==> src/rtl/hpg_pkg.sv <==
// ----------------------------------------------------------------------------
// Heap permutation generator package
// Shared widths, reset values and the command and status bundles between the
// controller and the datapath.
// ----------------------------------------------------------------------------
package hpg_pkg;

	localparam int VAL_W      = 4;   // bits of one stored element value
	localparam int CNT_BITS   = 4;   // bits of one swap counter
	localparam int PERM_SLOTS = 16;  // positions in the packed output word
	localparam int WORD_W     = VAL_W * PERM_SLOTS;
	localparam int NCFG_W     = 5;   // element count register width

	localparam logic [NCFG_W-1:0] N_RESET = 5'd4;

	typedef struct packed {
		logic accept;    // latch a new input transaction, rewind the scan
		logic clear;     // restart: identity arrangement, counters to zero
		logic step;      // clear the counter at the scan position, move up
		logic found;     // bump the counter, read both swap operands
		logic set_done;  // the scan ran past the last position
		logic write_a;   // write the first half of the swap
		logic write_b;   // write the second half of the swap
		logic load_out;  // load the output register
	} cmd_t;

	typedef struct packed {
		logic restart;   // the pending transaction is a restart
		logic done;      // sequence already exhausted
		logic past_end;  // scan position has reached the element count
		logic found;     // counter at the scan position is below its index
		logic out_free;  // output register can take a new result
	} sts_t;

endpackage

==> src/rtl/hpg_if.sv <==
// ----------------------------------------------------------------------------
// Heap permutation generator channels
// Valid/ready channels for the request items and the result items.
// ----------------------------------------------------------------------------
interface hpg_in_if;
	logic valid;
	logic ready;
	logic restart;

	modport source (output valid, output restart, input ready);
	modport sink   (input valid, input restart, output ready);
endinterface

interface hpg_out_if;
	logic        valid;
	logic        ready;
	logic [63:0] perm_word;
	logic        exhausted;

	modport source (output valid, output perm_word, output exhausted, input ready);
	modport sink   (input valid, input perm_word, input exhausted, output ready);
endinterface

==> src/rtl/hpg_ctrl.sv <==
// ----------------------------------------------------------------------------
// Heap permutation generator controller
// Sequences one transaction: scan, swap written in the WRA and WRB states, then result hand-off.
// ----------------------------------------------------------------------------
module hpg_ctrl (
	input  logic          clk,
	input  logic          arst_n,
	input  logic          in_valid,
	output logic          in_ready,
	input  hpg_pkg::sts_t sts,
	output hpg_pkg::cmd_t cmd
);
	import hpg_pkg::*;

	typedef enum logic [4:0] {
		ST_IDLE = 5'b00001,
		ST_SCAN = 5'b00010,
		ST_WRA  = 5'b00100,
		ST_WRB  = 5'b01000,
		ST_FIN  = 5'b10000
	} state_t;

	state_t state_q;
	state_t state_d;

	assign in_ready = (state_q == ST_IDLE);

	always_comb begin
		cmd     = '0;
		state_d = state_q;
		unique case (state_q)
			ST_IDLE: begin
				if (in_valid) begin
					cmd.accept = 1'b1;
					state_d    = ST_SCAN;
				end
			end
			ST_SCAN: begin
				priority if (sts.restart) begin
					cmd.clear = 1'b1;
					state_d   = ST_FIN;
				end else if (sts.done) begin
					state_d = ST_FIN;
				end else if (sts.past_end) begin
					cmd.set_done = 1'b1;
					state_d      = ST_FIN;
				end else if (sts.found) begin
					cmd.found = 1'b1;
					state_d   = ST_WRA;
				end else begin
					cmd.step = 1'b1;
				end
			end
			ST_WRA: begin
				cmd.write_a = 1'b1;
				state_d     = ST_WRB;
			end
			ST_WRB: begin
				cmd.write_b = 1'b1;
				state_d     = ST_FIN;
			end
			ST_FIN: begin
				if (sts.out_free) begin
					cmd.load_out = 1'b1;
					state_d      = ST_IDLE;
				end
			end
			default: begin
				state_d = ST_IDLE;
			end
		endcase
	end

	always_ff @(posedge clk or negedge arst_n) begin
		if (!arst_n) begin
			state_q <= ST_IDLE;
		end else begin
			state_q <= state_d;
		end
	end

endmodule

==> src/rtl/hpg_dp.sv <==
// ----------------------------------------------------------------------------
// Heap permutation generator datapath
// Swap counters, arrangement store with its packed copy, scan position and
// the output register.
// ----------------------------------------------------------------------------
module hpg_dp #(
	parameter int MAX_ELEMENTS = 16
) (
	input  logic                              clk,
	input  logic                              arst_n,
	input  hpg_pkg::cmd_t                     cmd,
	output hpg_pkg::sts_t                     sts,
	input  logic                              in_restart,
	input  logic                              cfg_we,
	input  logic [hpg_pkg::NCFG_W-1:0]        cfg_wdata,
	input  logic                              out_ready,
	output logic                              out_valid,
	output logic [hpg_pkg::WORD_W-1:0]        out_perm_word,
	output logic                              out_exhausted
);
	import hpg_pkg::*;

	localparam int IDX_W = $clog2(MAX_ELEMENTS);
	localparam int CNT_W = $clog2(MAX_ELEMENTS + 1);
	localparam int CMP_W = CNT_BITS + 1;

	logic [NCFG_W-1:0]                    n_q;
	logic                                 restart_q;
	logic                                 done_q;
	logic [CNT_W-1:0]                     idx_q;
	logic [MAX_ELEMENTS-1:0][CNT_BITS-1:0] cnt_q;
	logic [MAX_ELEMENTS-1:0]              vld_q;
	logic [MAX_ELEMENTS-1:0][VAL_W-1:0]   arr_q;
	logic [VAL_W-1:0]                     mem [MAX_ELEMENTS];
	logic [VAL_W-1:0]                     rd_i_q;
	logic [VAL_W-1:0]                     rd_o_q;
	logic                                 rv_i_q;
	logic                                 rv_o_q;
	logic [IDX_W-1:0]                     oth_q;
	logic                                 out_valid_q;
	logic [WORD_W-1:0]                    out_word_q;
	logic                                 out_exh_q;

	logic [CNT_W-1:0]    n_eff;
	logic [IDX_W-1:0]    idx;
	logic [CNT_BITS-1:0] cur_cnt;
	logic                found;
	logic                past_end;
	logic [IDX_W-1:0]    oth_sel;
	logic [VAL_W-1:0]    val_i;
	logic [VAL_W-1:0]    val_o;
	logic [IDX_W-1:0]    wr_addr;
	logic [VAL_W-1:0]    wr_data;
	logic [WORD_W-1:0]   packed_word;

	// A count of zero behaves as one, a count above the build size as the build size.
	always_comb begin
		priority if (n_q == '0) begin
			n_eff = CNT_W'(1);
		end else if (n_q > NCFG_W'(MAX_ELEMENTS)) begin
			n_eff = CNT_W'(MAX_ELEMENTS);
		end else begin
			n_eff = CNT_W'(n_q);
		end
	end

	assign idx      = idx_q[IDX_W-1:0];
	assign cur_cnt  = cnt_q[idx];
	assign past_end = (idx_q >= n_eff);
	assign found    = (CMP_W'(cur_cnt) < CMP_W'(idx_q));

	// Even positions swap with position zero, odd ones with the counter's position.
	always_comb begin
		if (!idx_q[0] || (CMP_W'(cur_cnt) >= CMP_W'(MAX_ELEMENTS))) begin
			oth_sel = '0;
		end else begin
			oth_sel = cur_cnt[IDX_W-1:0];
		end
	end

	// An entry not written since the last restart holds its own position.
	assign val_i   = rv_i_q ? rd_i_q : VAL_W'(idx);
	assign val_o   = rv_o_q ? rd_o_q : VAL_W'(oth_q);
	assign wr_addr = cmd.write_a ? oth_q : idx;
	assign wr_data = cmd.write_a ? val_i : val_o;

	assign sts.restart  = restart_q;
	assign sts.done     = done_q;
	assign sts.past_end = past_end;
	assign sts.found    = found;
	assign sts.out_free = !out_valid_q || out_ready;

	always_ff @(posedge clk or negedge arst_n) begin
		if (!arst_n) begin
			n_q       <= N_RESET;
			restart_q <= 1'b0;
			done_q    <= 1'b0;
			idx_q     <= '0;
			cnt_q     <= '0;
			vld_q     <= '0;
			for (int p = 0; p < MAX_ELEMENTS; p++) begin
				arr_q[p] <= VAL_W'(p);
			end
		end else begin
			if (cfg_we) begin
				n_q <= cfg_wdata;
			end
			if (cmd.accept) begin
				restart_q <= in_restart;
				idx_q     <= '0;
			end
			if (cmd.clear) begin
				done_q <= 1'b0;
				cnt_q  <= '0;
				vld_q  <= '0;
				for (int p = 0; p < MAX_ELEMENTS; p++) begin
					arr_q[p] <= VAL_W'(p);
				end
			end
			if (cmd.set_done) begin
				done_q <= 1'b1;
			end
			if (cmd.step) begin
				cnt_q[idx] <= '0;
				idx_q      <= idx_q + CNT_W'(1);
			end
			if (cmd.found) begin
				cnt_q[idx] <= cur_cnt + CNT_BITS'(1);
			end
			if (cmd.write_a || cmd.write_b) begin
				vld_q[wr_addr] <= 1'b1;
				arr_q[wr_addr] <= wr_data;
			end
		end
	end

	// Arrangement store: one write port, two registered read ports.
	always_ff @(posedge clk) begin
		if (cmd.write_a || cmd.write_b) begin
			mem[wr_addr] <= wr_data;
		end
		if (cmd.found) begin
			rd_i_q <= mem[idx];
			rd_o_q <= mem[oth_sel];
			rv_i_q <= vld_q[idx];
			rv_o_q <= vld_q[oth_sel];
			oth_q  <= oth_sel;
		end
	end

	for (genvar p = 0; p < PERM_SLOTS; p++) begin : g_pack
		if (p < MAX_ELEMENTS) begin : g_used
			assign packed_word[p*VAL_W +: VAL_W] = (n_eff > CNT_W'(p)) ? arr_q[p] : '0;
		end else begin : g_unused
			assign packed_word[p*VAL_W +: VAL_W] = '0;
		end
	end

	always_ff @(posedge clk or negedge arst_n) begin
		if (!arst_n) begin
			out_valid_q <= 1'b0;
		end else if (cmd.load_out) begin
			out_valid_q <= 1'b1;
		end else if (out_ready) begin
			out_valid_q <= 1'b0;
		end
	end

	always_ff @(posedge clk) begin
		if (cmd.load_out) begin
			out_word_q <= packed_word;
			out_exh_q  <= done_q;
		end
	end

	assign out_valid     = out_valid_q;
	assign out_perm_word = out_word_q;
	assign out_exhausted = out_exh_q;

endmodule

==> src/rtl/heap_permutation_generator.sv <==
// ----------------------------------------------------------------------------
// Heap permutation generator
// Iterative Heap's algorithm over the values 0 to n-1, one arrangement per
// request transaction.
// ----------------------------------------------------------------------------
// Usage:
//   request: valid/ready channel; restart=1 loads the identity arrangement,
//   restart=0 asks for the next permutation. result: valid/ready channel with
//   the arrangement packed 4 bits per position (position 0 in bits 3..0,
//   positions at or above n zero) and an exhausted flag. Every request
//   transaction yields exactly one result transaction. The element count n
//   is written through cfg_we/cfg_wdata between transactions.
//   A restart clears the store and goes straight to hand-off; an advance
//   scans from position 0, clearing each counter it passes, then swaps; the
//   advance that runs out sets the exhausted flag; one after exhaustion
//   goes straight to hand-off. The scan visits one position per cycle and
//   the swap writes its two halves in turn on the single write port of the
//   arrangement store. A new request is taken in the cycle after the result
//   is loaded, so one item is finished before the next is taken.
//   Reset gives the identity arrangement, zero counters and n = 4. A stalled
//   result holds in the output register while the next request is taken;
//   the block waits only to load a further result into it.
// ----------------------------------------------------------------------------
module heap_permutation_generator #(
	parameter int MAX_ELEMENTS = 16
) (
	input  logic                       clk,
	input  logic                       arst_n,
	hpg_in_if.sink                     request,
	hpg_out_if.source                  result,
	input  logic                       cfg_we,
	input  logic [hpg_pkg::NCFG_W-1:0] cfg_wdata
);
	import hpg_pkg::*;

	cmd_t cmd;
	sts_t sts;

	hpg_ctrl u_ctrl (
		.clk      (clk),
		.arst_n   (arst_n),
		.in_valid (request.valid),
		.in_ready (request.ready),
		.sts      (sts),
		.cmd      (cmd)
	);

	hpg_dp #(
		.MAX_ELEMENTS (MAX_ELEMENTS)
	) u_dp (
		.clk           (clk),
		.arst_n        (arst_n),
		.cmd           (cmd),
		.sts           (sts),
		.in_restart    (request.restart),
		.cfg_we        (cfg_we),
		.cfg_wdata     (cfg_wdata),
		.out_ready     (result.ready),
		.out_valid     (result.valid),
		.out_perm_word (result.perm_word),
		.out_exhausted (result.exhausted)
	);

endmodule

==> src/flat_wrapper.sv <==
// flat-port wrapper written by rule: the top's interface ports become plain ports
module heap_permutation_generator_flat import hpg_pkg::*;
#(
	parameter int MAX_ELEMENTS = 16
)
  (clk, arst_n, cfg_we, cfg_wdata, request_valid, request_restart, request_ready, result_valid, result_perm_word, result_exhausted, result_ready);
  hpg_in_if request_i ();
  hpg_out_if result_i ();
  input  logic clk;
  input  logic arst_n;
  input  logic cfg_we;
  input  logic [hpg_pkg::NCFG_W-1:0] cfg_wdata;
  input wire logic [$bits(request_i.valid)-1:0] request_valid;
  input wire logic [$bits(request_i.restart)-1:0] request_restart;
  output wire logic [$bits(request_i.ready)-1:0] request_ready;
  output wire logic [$bits(result_i.valid)-1:0] result_valid;
  output wire logic [$bits(result_i.perm_word)-1:0] result_perm_word;
  output wire logic [$bits(result_i.exhausted)-1:0] result_exhausted;
  input wire logic [$bits(result_i.ready)-1:0] result_ready;
  assign request_i.valid = request_valid;
  assign request_i.restart = request_restart;
  assign request_ready = request_i.ready;
  assign result_valid = result_i.valid;
  assign result_perm_word = result_i.perm_word;
  assign result_exhausted = result_i.exhausted;
  assign result_i.ready = result_ready;
  heap_permutation_generator #(.MAX_ELEMENTS(MAX_ELEMENTS)) u_core (.clk(clk), .arst_n(arst_n), .request(request_i), .result(result_i), .cfg_we(cfg_we), .cfg_wdata(cfg_wdata));
endmodule
==> config.mk <==
export PLATFORM = sky130hd
export DESIGN_NAME = heap_permutation_generator_flat
export DESIGN_NICKNAME = d
export VERILOG_FILES = /design/src/rtl/hpg_pkg.sv /design/src/rtl/hpg_if.sv /design/src/rtl/hpg_ctrl.sv /design/src/rtl/hpg_dp.sv /design/src/rtl/heap_permutation_generator.sv /design/src/flat_wrapper.sv
export SDC_FILE = /design/constraint.sdc
export NUM_CORES = 1
export LEC_CHECK = 0
export BUFFER_PORTS_ARGS = -buffer_cell sky130_fd_sc_hd__buf_2
export CAP_MARGIN = 20
export CORE_AREA = 2 2 173 175
export CTS_BUF_LIST = sky130_fd_sc_hd__clkbuf_8 sky130_fd_sc_hd__clkbuf_16
export CTS_CLUSTER_SIZE = 24
export DETAILED_ROUTE_END_ITERATION = 7
export DIE_AREA = 0 0 175 177
export MAX_ROUTING_LAYER = met4
export PLACE_DENSITY = 0.65
export SLEW_MARGIN = 20
export SYNTH_ARGS = -nofsm -noshare
export SYNTH_HDL_FRONTEND = slang
export SYNTH_SLANG_ARGS = --single-unit
==> constraint.sdc <==
create_clock -name clk -period 11.8 [get_ports clk]
set_input_delay 1.18 -clock clk [delete_from_list [all_inputs] [get_ports clk]]
set_output_delay 1.18 -clock clk [all_outputs]
set_load 0.05 [all_outputs]
# Word level (Yosys, flattened, before mapping)
# Memories as Yosys holds them, arrays and structs flattened. A register that Yosys moved wholly into a read port is not among the register bits.
# Cells that the tools add are included.
# Widths: inputs -> output; s select.
# classes
n_lt_le_gt_ge	24
addsub	2
reduce_logical	10
n_bitwise	3
n_eq_ne	8
muxes	57
# op_table
operator	n
$mux 64	5
$bwmux 64	2
$and 64x64->64	1
$not 64->64	1
$mux 5	10
$gt 5x4->1 const B	8
$mux 4	9
$demux 4 s4	2
$mux 16	2
$pmux 5 s5	1
$gt 5x3->1 const B	4
$mux 1	19
$bmux 4 s4	1
$or 16x16->16	1
$lt 4x5->1 const B	3
$gt 5x1->1 const B	2
$gt 5x2->1 const B	2
$bmux 1 s4	2
$ge 4x1->1 const B	2
$mux 3	2
$reduce_bool 2->1	3
$add 5x1->5 const B	1
$eq 5x1->1 const B	1
$eq 5x2->1 const B	1
other kinds (17)	19
# totals
ram_bits	64
in_bits	11
out_inout_bits	67
reg_bits	233
memories	1
wordCells	164
# mem_list
memory	words	word_bits	read_ports	rd_clocked_by_memory_dff	write_ports	line_no	text
u_core.u_dp.mem	16	4	2	2	1	hpg_dp.sv:34	logic [VAL_W-1:0] mem [MAX_ELEMENTS];

# Depth between registers and ports, before layout
# depth
word_depth	13
depth_mapped	14
mapped_depth_nobuf	11

# Cells and area by module
# From an unflattened synthesis, not the netlist that was laid out.
# unflattened
cells_unflattened	1112
area_unflattened_um2	13809.5
# by_module_without_submodules
module	seq_area_each_um2	cells_each	area_per_inst_um2	instances
hpg_dp	8264.2	1075	13445.4	1
hpg_ctrl	126.4	37	364.1	1

# Least setup slack after synthesis
# Ideal clock, no wire load.
# synth_path
path_type	input to register
startpoint	input result_ready
endpoint	register u_core.u_dp.out_exh_q (netlist: u_core.u_dp.out_exhausted) (enable)
setup_time_ps	495
path_buffers	0
t_required_ps	11305
setup_slack_ps	7100
arrival_ps	4205
path_stages	2
path_cell_list	nand2b_1 -> nor2b_1
# synth_lines
element	line_no	text
start: declaration	flat_wrapper.sv:19	input wire logic [$bits(result_i.ready)-1:0] result_ready;
end signal: assignment	hpg_dp.sv:172	out_exh_q <= done_q;
end: declaration	hpg_dp.sv:42	logic out_exh_q;

==> results_dict.tcl <==
set metrics [dict create \
    cp.buffers_inverters 2 \
    drive_gt1_share_pct 20.82 \
    vdd_drop_max_v 0.00008125 \
    synth_cells 1124 \
    synth_top_area_share_pct 30.58 \
    layout_common_cells "nand2_1 (167), edfxtp_1 (143), dfrtp_1 (126), mux2i_1 (104), o21ai_0 (77)" \
    vias 9016 \
    ios 78 \
    r2r_slack_ps 7550 \
    whs_path_depth 0 \
    setup_ws_ps 7552 \
    run_status "finished, final reports clean" \
    worst_path_max_delay_cell "buf_4" \
    power.share.switching_pct 27.72 \
    cts_tree "built" \
    worstPathCellList "buf_4 -> inv_2 -> ha_1 -> nand2b_1 -> a21o_1 -> a21o_1 -> a211oi_1 -> o211a_1 -> nor2b_2" \
    cts_resized 0 \
    timing.hold.worst.class "register to register" \
    yosysSeqAreaShare_pct 59.76 \
    reg2reg_depth 9 \
    nFillCells 2504 \
    core_mm2 0.02924 \
    drt_iter0_drc 760 \
    rows 63 \
    finClkSkew_ps 19.53 \
    layout.nets 1200 \
    cp-end-kind "register" \
    synth_nets 1148 \
    p_total_mw 2.764 \
    numPortBuffers 77 \
    dp_hpwl_um 21430 \
    numCtsBuffers 34 \
    worstSetupStartpointType "register" \
    worstPathArrival_ps 4380 \
    p_per_area_mw_per_mm2 176.1 \
    cpPeakStageDelay_ps 680 \
    tightestPinTransition_ps 942.3 \
    synth_top_area_cell "edfxtp_1" \
    r2r_end "u_core.u_dp.rd_i_q[2]$_DFFE_PP_" \
    clk_latency_ps 520 \
    antenna_found_initial 0 \
    synth.cell_area_mm2 0.01404 \
    drv_slew 0 \
    synth.distinct_cells 68 \
    clock_path_buffers 3 \
    p_int_mw 1.998 \
    fin_crit_sh_pct 36.00 \
    ant_nets 0 \
    seqPwrFrac_pct 47.5 \
    first_pass_iters 5 \
    final_core_util_pct 53.68 \
    synth_seq_cells 305 \
    synthToLayoutAreaGrowth_pct 11.81 \
    initial_core_util_pct 48.01 \
    cts.sinks 305 \
    worstHoldEndpoint "u_core.u_dp.out_perm_word[2]$_SDFFCE_PP0P_" \
    syn_area_per_cell_um2 12.49 \
    h-tree-depth 2 \
    fmax_mhz 235.4 \
    setup_viol 0 \
    cts_root_buffer "clkbuf_16" \
    die_x_um 175 \
    cp_max_fo 53 \
    grt_max_degree 97 \
    synthArstFlopShare_pct 53.11 \
    wire_per_inst_um 20.33 \
    n_antenna_cell 0 \
    layout_commonest_cell "nand2_1" \
    cts_setup_buffers 0 \
    ys_warn_count 0 \
    dp_slack_ps 7178 \
    totalWireLength_um 32340 \
    critPathRequiredTime_ps 11940 \
    dieArea_mm2 0.03098 \
    p_sw_mw 0.7663 \
    power_frac_clock_pct 36.1 \
    timing_hold_violations_final 0 \
    clkSlewWorstSetupHoldPaths_ps 60 \
    gp_congestion 0.9156 \
    relSlewSlack_pct 37.17 \
    pwr-share-comb_pct 16.5 \
    crit_type "register to register" \
    hold_buffers 0 \
    synth_edf_count 143 \
    ys.flop_type "edfxtp_1" \
    rsz0062_at_grt "false" \
    hp-start "u_core.u_dp.arr_q[2]$_DFF_PN0_" \
    drt-vias-per-instance 5.667 \
    setup_tns_ps 0 \
    grt_pass1_vias 8918 \
    grt_use_total_pct 21.99 \
    die_h_um 177 \
    gr-total-overflow 0 \
    cp_common_cell "a21o_1" \
    drc 0 \
    r2r-start "u_core.u_dp.idx_q[0]$_DFFE_PN0P_" \
    grt_pass1_wl_um 51430 \
    p_leak_nw 6.787 \
    fin_crit_ps 4248 \
    synthTopCellsByArea "edfxtp_1 (31%), dfrtp_1 (23%), mux2i_1 (7.4%)" \
    drv_cap 0 \
    cp_top_family "compound AO/OA/AOI/OAI gates" \
]
[worst register-to-register path: stages, from the launching register on]
cell	delay, ps
dfrtp_2	340
buf_4	680
inv_2	340
ha_1	370
nand2b_1	140
a21o_1	180
a21o_1	170
a211oi_1	390
o211a_1	590
nor2b_2	680
[worst max-delay path by stage]
stage	end	from	depth (start not counted)
after floorplan	u_core.u_dp.out_exhausted$_DFFE_PP_	result_ready	2
after global placement	u_core.u_dp.rd_o_q[3]$_DFFE_PP_	u_core.u_dp.idx_q[0]$_DFFE_PN0P_	9
after detailed placement	u_core.u_dp.rd_o_q[3]$_DFFE_PP_	u_core.u_dp.idx_q[0]$_DFFE_PN0P_	9
after CTS	u_core.u_dp.rd_o_q[3]$_DFFE_PP_	u_core.u_dp.idx_q[0]$_DFFE_PN0P_	9
after global routing	u_core.u_dp.rd_i_q[2]$_DFFE_PP_	u_core.u_dp.idx_q[0]$_DFFE_PN0P_	9
final	u_core.u_dp.rd_i_q[2]$_DFFE_PP_	u_core.u_dp.idx_q[0]$_DFFE_PN0P_	9
[cell usage after synthesis, types with 2 or more instances]
cell type	count
or3_1	3
dfstp_2	34
edfxtp_1	143
or2_2	2
inv_1	21
o21ai_0	81
buf_6	10
o211ai_1	3
buf_2	7
nand2b_1	10
a22oi_1	2
ha_1	13
nor2b_1	56
a2111oi_0	2
a31o_2	2
mux2i_1	104
and3_1	2
o211a_1	2
buf_12	2
and2_1	17
nor4_1	2
a211oi_1	3
a21oi_1	35
nand3_1	48
buf_4	2
a21o_1	10
xor2_1	2
nand2_1	168
dfrtp_1	128
o22ai_1	3
nand3b_1	5
clkinv_1	2
mux2_2	18
mux2_4	3
a221oi_1	2
mux4_2	37
buf_1	5
nand4_1	5
nor2_1	23
clkbuf_1	44
a22o_1	2
nor3_1	21
a31oi_1	10
o221ai_1	4
nor3b_1	3
[power groups by stage]
stage,Sequential [mW],Combinational [mW],Clock [mW]
finish,1.31,0.456,0.997
global route,1.32,0.498,1.06
CTS,1.31,0.456,1.02
detailed placement,1.33,0.455,0
global placement,1.33,0.447,0
floorplan,1.37,0.306,0
[layout make-up]
cell class | instances | area [um^2] | area share [%]
clock inverters | 19 | 107.6 | 0.6854
flip-flops and latches | 305 | 8393 | 53.46
multi-input cells | 722 | 5171 | 32.94
well taps | 390 | 488.0 | 3.108
repair buffers | 87 | 470.5 | 2.997
inverters | 26 | 107.6 | 0.6854
clock buffers | 42 | 960.9 | 6.121
[logic make-up (layout without fill, tap and decap cells)]
group           Yosys count  in the layout  share of synthesized area [%]
simple gates            368            368                          12.57
flops                   305            305                          59.76
compound gates          177            177                          7.646
mux                     162            162                          15.11
buf+inv                  97            174                          3.627
fa+ha+maj                13             13                          1.158
xor+xnor                  2              2                         0.1248
[routing by layer]
metal / GRT usage [%] / routed length, um / vias up
met2: 34.57 / 15240 / 302
li1: - / - / 4173
met4: 6.736 / 842 / 0
met3: 3.093 / 1883 / 66
met1: 30.02 / 14370 / 4475
met5: - / 0 / -
[per-stage QoR]
| step | hold WS [ps] | instances | instance area [um^2] |
|---|---|---|---|
| 5_1_grt | 470.4 | 1591 | 15700 |
| 3_5_place_dp | 438.8 | 1529 | 14620 |
| 2_1_floorplan | 448.1 | 1124 | 14040 |
| 4_1_cts | 453.4 | 1590 | 15680 |
| 3_3_place_gp | 437.1 | 1529 | 14620 |
| 6_report | 449.9 | 1591 | 15700 |
[registers in the layout (all words and copies together) (netlist names)]
signal	cells
u_core.u_ctrl.state_q	5
u_core.u_dp.arr_q	64
u_core.u_dp.cnt_q	64
u_core.u_dp.done_q	1
u_core.u_dp.idx_q	5
u_core.u_dp.mem	64
u_core.u_dp.n_q	5
u_core.u_dp.oth_q	4
u_core.u_dp.out_exhausted	1
u_core.u_dp.out_perm_word	64
u_core.u_dp.out_valid	1
u_core.u_dp.rd_i_q	4
u_core.u_dp.rd_o_q	4
u_core.u_dp.restart_q	1
u_core.u_dp.rv_i_q	1
u_core.u_dp.rv_o_q	1
u_core.u_dp.vld_q	16
Power figures use the tool's default switching activity.
